### src/hdl/smpq_pkg.sv
// Package for the sorted minimum priority queue: default sizes, command codes, word types, states.
package smpq_pkg;

    localparam int CAPACITY_DEF  = 16;
    localparam int KEY_WIDTH_DEF = 32;

    localparam logic [1:0] CMD_PUSH  = 2'd0;
    localparam logic [1:0] CMD_POP   = 2'd1;
    localparam logic [1:0] CMD_CLEAR = 2'd2;

    typedef struct packed {
        logic [1:0]         command;
        logic signed [31:0] key;
    } cmd_word_t;

    typedef struct packed {
        logic signed [31:0] top_key;
        logic               is_empty;
        logic [4:0]         entry_count;
        logic               overflow;
    } result_word_t;

    typedef enum logic [2:0] {
        ST_IDLE,
        ST_INS_CHECK,
        ST_INS_CMP,
        ST_POP_RD,
        ST_POP_WR,
        ST_TOP_RD,
        ST_TOP_CAP
    } state_t;

endpackage

### src/hdl/sorted_min_priority_queue.sv
// Sorted minimum priority queue: command sequencer with one shared key compare over a key store.
// Push moves each stored key greater than the new key up one slot, from the back, then writes the new key;
// a full queue only flags overflow. Pop shifts the remaining keys down one slot; clear zeroes the count.
// Every command, also an unused code, ends by reporting front key (zero when empty), count and overflow.
// Throughput: one command at a time; busy falls as done rises, so the next word may start then.
// Reset clears the entry count and sequencer, not the key store; the receiver cannot stall.
module sorted_min_priority_queue
    import smpq_pkg::*;
#(
    parameter int CAPACITY  = CAPACITY_DEF,
    parameter int KEY_WIDTH = KEY_WIDTH_DEF
)
(
    input  logic         clk,
    input  logic         rst_n,
    input  logic         start,
    input  cmd_word_t    item,
    output logic         busy,
    output logic         done,
    output result_word_t result
);

    localparam int AW    = (CAPACITY > 1) ? $clog2(CAPACITY) : 1;
    localparam int CNT_W = $clog2(CAPACITY + 1);

    state_t               state_reg, state_next;
    logic [CNT_W-1:0]     count_reg, count_next;
    logic [CNT_W-1:0]     idx_reg, idx_next;
    logic [KEY_WIDTH-1:0] key_reg, key_next;
    logic                 ovf_reg, ovf_next;
    logic                 done_reg, done_next;
    result_word_t         result_reg, result_next;

    logic                 wr_en;
    logic [AW-1:0]        wr_addr;
    logic [KEY_WIDTH-1:0] wr_data;
    logic [AW-1:0]        rd_addr;
    logic [KEY_WIDTH-1:0] rd_data;

    logic [KEY_WIDTH+31:0] key_ext;
    logic [KEY_WIDTH-1:0]  key_in;
    logic [CNT_W-1:0]      idx_dec;
    logic                  key_less;
    logic [KEY_WIDTH-1:0]  top_val;
    logic [KEY_WIDTH+31:0] top_ext;
    logic [CNT_W+4:0]      cnt_ext;

    assign key_ext  = {{KEY_WIDTH{1'b0}}, item.key};
    assign key_in   = key_ext[KEY_WIDTH-1:0];
    assign idx_dec  = idx_reg - CNT_W'(1);
    assign key_less = $signed(key_reg) < $signed(rd_data);
    assign top_ext  = {32'b0, top_val};
    assign cnt_ext  = {5'b0, count_reg};

    smpq_key_ram #(
        .CAPACITY  (CAPACITY),
        .KEY_WIDTH (KEY_WIDTH)
    ) u_key_ram (
        .clk     (clk),
        .wr_en   (wr_en),
        .wr_addr (wr_addr),
        .wr_data (wr_data),
        .rd_addr (rd_addr),
        .rd_data (rd_data)
    );

    always_ff @(posedge clk or negedge rst_n)
    begin
        if (!rst_n)
        begin
            state_reg <= ST_IDLE;
            count_reg <= '0;
            idx_reg   <= '0;
            ovf_reg   <= 1'b0;
            done_reg  <= 1'b0;
        end
        else
        begin
            state_reg <= state_next;
            count_reg <= count_next;
            idx_reg   <= idx_next;
            ovf_reg   <= ovf_next;
            done_reg  <= done_next;
        end
    end

    always_ff @(posedge clk)
    begin
        key_reg    <= key_next;
        result_reg <= result_next;
    end

    always_comb
    begin
        state_next  = state_reg;
        count_next  = count_reg;
        idx_next    = idx_reg;
        key_next    = key_reg;
        ovf_next    = ovf_reg;
        done_next   = 1'b0;
        result_next = result_reg;
        wr_en       = 1'b0;
        wr_addr     = idx_reg[AW-1:0];
        wr_data     = key_reg;
        rd_addr     = idx_dec[AW-1:0];
        top_val     = '0;

        unique case (state_reg)
            ST_IDLE:
            begin
                if (start)
                begin
                    ovf_next   = 1'b0;
                    state_next = ST_TOP_RD;
                    unique case (item.command)
                        CMD_PUSH:
                        begin
                            if (count_reg == CNT_W'(CAPACITY))
                            begin
                                ovf_next = 1'b1;
                            end
                            else
                            begin
                                idx_next   = count_reg;
                                key_next   = key_in;
                                state_next = ST_INS_CHECK;
                            end
                        end
                        CMD_POP:
                        begin
                            if (count_reg != '0)
                            begin
                                idx_next   = CNT_W'(1);
                                state_next = ST_POP_RD;
                            end
                        end
                        CMD_CLEAR:
                        begin
                            count_next = '0;
                        end
                        default:
                        begin
                            state_next = ST_TOP_RD;
                        end
                    endcase
                end
            end
            ST_INS_CHECK:
            begin
                if (idx_reg == '0)
                begin
                    wr_en      = 1'b1;
                    count_next = count_reg + CNT_W'(1);
                    state_next = ST_TOP_RD;
                end
                else
                begin
                    state_next = ST_INS_CMP;
                end
            end
            ST_INS_CMP:
            begin
                wr_en = 1'b1;
                if (key_less)
                begin
                    wr_data    = rd_data;
                    idx_next   = idx_dec;
                    state_next = ST_INS_CHECK;
                end
                else
                begin
                    count_next = count_reg + CNT_W'(1);
                    state_next = ST_TOP_RD;
                end
            end
            ST_POP_RD:
            begin
                rd_addr = idx_reg[AW-1:0];
                if (idx_reg >= count_reg)
                begin
                    count_next = count_reg - CNT_W'(1);
                    state_next = ST_TOP_RD;
                end
                else
                begin
                    state_next = ST_POP_WR;
                end
            end
            ST_POP_WR:
            begin
                wr_en      = 1'b1;
                wr_addr    = idx_dec[AW-1:0];
                wr_data    = rd_data;
                idx_next   = idx_reg + CNT_W'(1);
                state_next = ST_POP_RD;
            end
            ST_TOP_RD:
            begin
                rd_addr = '0;
                if (count_reg == '0)
                begin
                    result_next.top_key     = top_ext[31:0];
                    result_next.is_empty    = 1'b1;
                    result_next.entry_count = cnt_ext[4:0];
                    result_next.overflow    = ovf_reg;
                    done_next               = 1'b1;
                    state_next              = ST_IDLE;
                end
                else
                begin
                    state_next = ST_TOP_CAP;
                end
            end
            ST_TOP_CAP:
            begin
                top_val                 = rd_data;
                result_next.top_key     = top_ext[31:0];
                result_next.is_empty    = 1'b0;
                result_next.entry_count = cnt_ext[4:0];
                result_next.overflow    = ovf_reg;
                done_next               = 1'b1;
                state_next              = ST_IDLE;
            end
            default:
            begin
                state_next = ST_IDLE;
            end
        endcase
    end

    assign busy   = (state_reg != ST_IDLE);
    assign done   = done_reg;
    assign result = result_reg;

    a_count_bound: assert property (@(posedge clk) disable iff (!rst_n)
        count_reg <= CNT_W'(CAPACITY))
        else $error("entry count beyond capacity");

    a_accept_busy: assert property (@(posedge clk) disable iff (!rst_n)
        (start && !busy) |=> busy)
        else $error("accepted word did not raise busy");

    a_done_idle: assert property (@(posedge clk) disable iff (!rst_n)
        done |-> !busy)
        else $error("result word while sequencer busy");

    a_ovf_full: assert property (@(posedge clk) disable iff (!rst_n)
        (done && result.overflow) |-> (count_reg == CNT_W'(CAPACITY)))
        else $error("overflow reported with room left");

    a_empty_top: assert property (@(posedge clk) disable iff (!rst_n)
        (done && result.is_empty) |-> (result.top_key == '0 && count_reg == '0))
        else $error("empty result with stale key or count");

endmodule

### src/hdl/smpq_key_ram.sv
// Key store: one write port and one registered read port.
module smpq_key_ram
    import smpq_pkg::*;
#(
    parameter int CAPACITY  = CAPACITY_DEF,
    parameter int KEY_WIDTH = KEY_WIDTH_DEF,
    localparam int AW       = (CAPACITY > 1) ? $clog2(CAPACITY) : 1
)
(
    input  logic                 clk,
    input  logic                 wr_en,
    input  logic [AW-1:0]        wr_addr,
    input  logic [KEY_WIDTH-1:0] wr_data,
    input  logic [AW-1:0]        rd_addr,
    output logic [KEY_WIDTH-1:0] rd_data
);

    logic [KEY_WIDTH-1:0] mem [CAPACITY];

    always_ff @(posedge clk)
    begin
        if (wr_en)
        begin
            mem[wr_addr] <= wr_data;
        end
    end

    always_ff @(posedge clk)
    begin
        rd_data <= mem[rd_addr];
    end

endmodule

### config.mk
export PLATFORM = sky130hd
export DESIGN_NAME = sorted_min_priority_queue
export DESIGN_NICKNAME = d
export VERILOG_FILES = /design/src/hdl/smpq_pkg.sv /design/src/hdl/sorted_min_priority_queue.sv /design/src/hdl/smpq_key_ram.sv
export SDC_FILE = /design/constraint.sdc
export NUM_CORES = 1
export LEC_CHECK = 0
export BUFFER_PORTS_ARGS = -buffer_cell sky130_fd_sc_hd__buf_2
export CAP_MARGIN = 20
export CORE_ASPECT_RATIO = 1.4
export CORE_MARGIN = 2
export CORE_UTILIZATION = 45
export CTS_CLUSTER_SIZE = 12
export DETAILED_ROUTE_END_ITERATION = 7
export SKIP_CTS_REPAIR_TIMING = 1
export SLEW_MARGIN = 25
export SYNTH_ARGS = -nofsm -noshare
export SYNTH_HDL_FRONTEND = slang
export SYNTH_SLANG_ARGS = --single-unit
### constraint.sdc
create_clock -name clk -period 6.9 [get_ports clk]
set_clock_uncertainty 0.1 [all_clocks]
set_input_delay 1.725 -clock clk [delete_from_list [all_inputs] [get_ports clk]]
set_output_delay 1.725 -clock clk [all_outputs]
set_load 0.02 [all_outputs]
==> qor.yml <==
rsz0062_at_grt: "no"
rr_startpoint: "key_reg[9]"
gr-total-overflow: 0
slew_violations: 0
fp-row-count: 102
syn_nets: 1438
drt-vias-per-instance: 5.85
wl_mm: 59.5
cap_violations: 0
yosysSeqAreaShare_pct: 73.8
layout-drive-gt1-share_pct: 23.9
slew_headroom_pct: 31.3
setup.worst_path.start: "key_reg[9]"
wire_per_inst_um: 26.7
cts_max_path_buffers: 3
netlist_instances: 1357
worst-path-max-fanout: 16
worstSkewPairLatency_ns: 0.62
antenna_cells: 0
final_cell_area_um2: 28400
crit_chain: "ha_1, a21oi_1, o21ai_0, a2111oi_0, o21ai_1, a21oi_2, xnor2_2, a21oi_4, buf_4, mux2_1"
die_w_um: 204
cts_tree: "done"
worstHoldPathType: "reg -> reg"
cts_root_buf: "clkbuf_16"
routabilityCongestion: 0.780
r2r_slack_ns: 2.13
start_util_pct: 45.4
io_buffers: 77
yosysWarnings: 0
cp_slowest_stage_delay_ns: 0.77
tns_ns: 0
synth_edf_count: 583
grt_max_degree: 129
antenna_found_initial: 0
fin_cells: 2232
slowest_stage: "a21oi_4"
fmax_ghz: 0.209
finish.net_count: 1540
grt_use_total_pct: 20.9
leakage_uw: 0.00939
placed_area_um2: 26500
final_cell_mix: "edfxtp_1 (583), mux4_2 (128), nand2_1 (95), buf_2 (77), clkbuf_16 (61)"
hold_start: "ovf_reg"
syn_area_um2: 25100
io_pins: 78
syn2layout_area_growth_pct: 13.0
outcome: "complete, no violations"
period_share_pct: 69.2
dieArea_um2: 57700
cellPowerDensity_nw_per_um2: 503
layout_commonest_cell: "edfxtp_1"
r2r_cells: 10
yosys_register_bits: 630
yosys_most_used_dff: "edfxtp_1"
largest_register_ffs: 512
worst_slew_pin_slew_ns: 1.03
holdWs_ns: 0.367
setup_viol: 0
critPathKind: "reg -> reg"
vias: 13100
grt_pass1_vias: 13500
numCtsBuffers: 61
dp.final_hpwl_mm: 31.1
cp-end-kind: "flop"
min_path_cells: 0
r2r_end: "u_key_ram.mem[8][9]"
antenna_left: 0
arrival_ns: 4.95
drt_iter0_drc: 1106
ys_async_sr_fraction_pct: 2.38
finalHoldViolCount: 0
htreeDepth: 2
n_fill_cell: 4440
synth_cell_types: 62
critPathLaunchType: "flop"
fin_crit_ns: 4.77
dr.pass1.iters: 5
cp.required_ns: 7.07
post-route-drc-count: 0
cts_sinks: 630
grt_pass1_wl_mm: 88.0
core-area_um2: 55300
fp.dieH_um: 284
avgSynthCellArea_um2: 18.5
post-place-cells: 2123
ir_drop_mv: 0.731
clk_pin_slew_ns: 0.06
whs_endpoint: "result[0]"
power breakdown:
group          internal, uW  switching, uW  total, uW
clock                  1840           1350       3190
sequential             5140            240       5380
combinational          2410           3300       5720
cell usage after synthesis, types with 4 or more instances:
master | number | area [um2]
a211oi_1 | 37 | 278
a21oi_1 | 33 | 165
a31oi_1 | 37 | 231
and2_0 | 4 | 25.0
and2_1 | 33 | 206
buf_1 | 5 | 18.8
buf_2 | 14 | 70.1
buf_4 | 8 | 60.1
buf_6 | 6 | 67.6
clkbuf_1 | 33 | 124
dfrtp_1 | 15 | 375
dfxtp_1 | 32 | 641
edfxtp_1 | 583 | 17500
ha_1 | 43 | 538
inv_1 | 43 | 161
mux2_1 | 13 | 146
mux2_2 | 25 | 282
mux4_2 | 128 | 2880
nand2_1 | 95 | 357
nand2b_1 | 5 | 31.3
nand3_1 | 6 | 30.0
nand4_1 | 6 | 37.5
nor2_1 | 68 | 255
nor2b_1 | 5 | 31.3
nor3_1 | 12 | 60.1
o21ai_0 | 16 | 80.1
cells by family after synthesis:
logic type                 count (synthesis)  share of synthesized area, %
AOI/OAI and AO/OA                        155                          4.09
DFF                                      630                          73.8
adders and majority gates                 44                          2.22
xor gates and xnor gates                   5                         0.204
buffers and inverters                    110                          2.01
and+or+nand+nor                          244                          4.42
muxes                                    169                          13.3
layer usage:
| metal | GRT usage [%] | share of wire (%) |
|---|---|---|
| met1 | 28.7 | 41 |
| met2 | 35.6 | 51 |
| met3 | 2.76 | 6.1 |
| met4 | 4.71 | 1.7 |
| met5 | 0 | 0 |
cell type report:
type | instances | area [um2] | area share, %
inverters | 44 | 165 | 0.582
repair buffers | 105 | 641 | 2.26
well taps | 728 | 911 | 3.21
clock buffers | 101 | 1730 | 6.09
flip-flops and latches | 630 | 18500 | 65.3
clock inverters | 7 | 143 | 0.503
multi-input cells | 617 | 6270 | 22.1
worst max path at each step:
stage / endpoint / depth (start not counted) / slack, ns
2_1_floorplan: key_reg[0] / 2 / 1.06
3_3_place_gp: u_key_ram.mem[5][5] / 10 / 2.17
3_5_place_dp: u_key_ram.mem[5][1] / 10 / 2.10
4_1_cts: u_key_ram.mem[8][10] / 10 / 2.06
5_1_grt: u_key_ram.mem[2][4] / 10 / 1.99
6_report: u_key_ram.mem[8][9] / 10 / 2.13
through the flow:
step | util, % | worst slack [ns] | total power [uW]
4_1_cts | 51.3 | 2.06 | 14400
2_1_floorplan | - | 1.06 | 9660
3_5_place_dp | 47.9 | 2.10 | 11200
6_report | 51.3 | 2.13 | 14300
5_1_grt | 51.3 | 1.99 | 15000
3_3_place_gp | 47.9 | 2.17 | 11100
worst max-delay path: cells and delay by family (launching register included):
| family | cells | cell delay (ns) |
|---|---|---|
| AOI/OAI and AO/OA | 6 | 2.35 |
| muxes | 1 | 0.57 |
| buffers and inverters | 1 | 0.45 |
| DFF | 1 | 0.41 |
| adders and majority gates | 1 | 0.32 |
| xor gates and xnor gates | 1 | 0.21 |
Note: power is estimated with default switching activity, not from simulation.
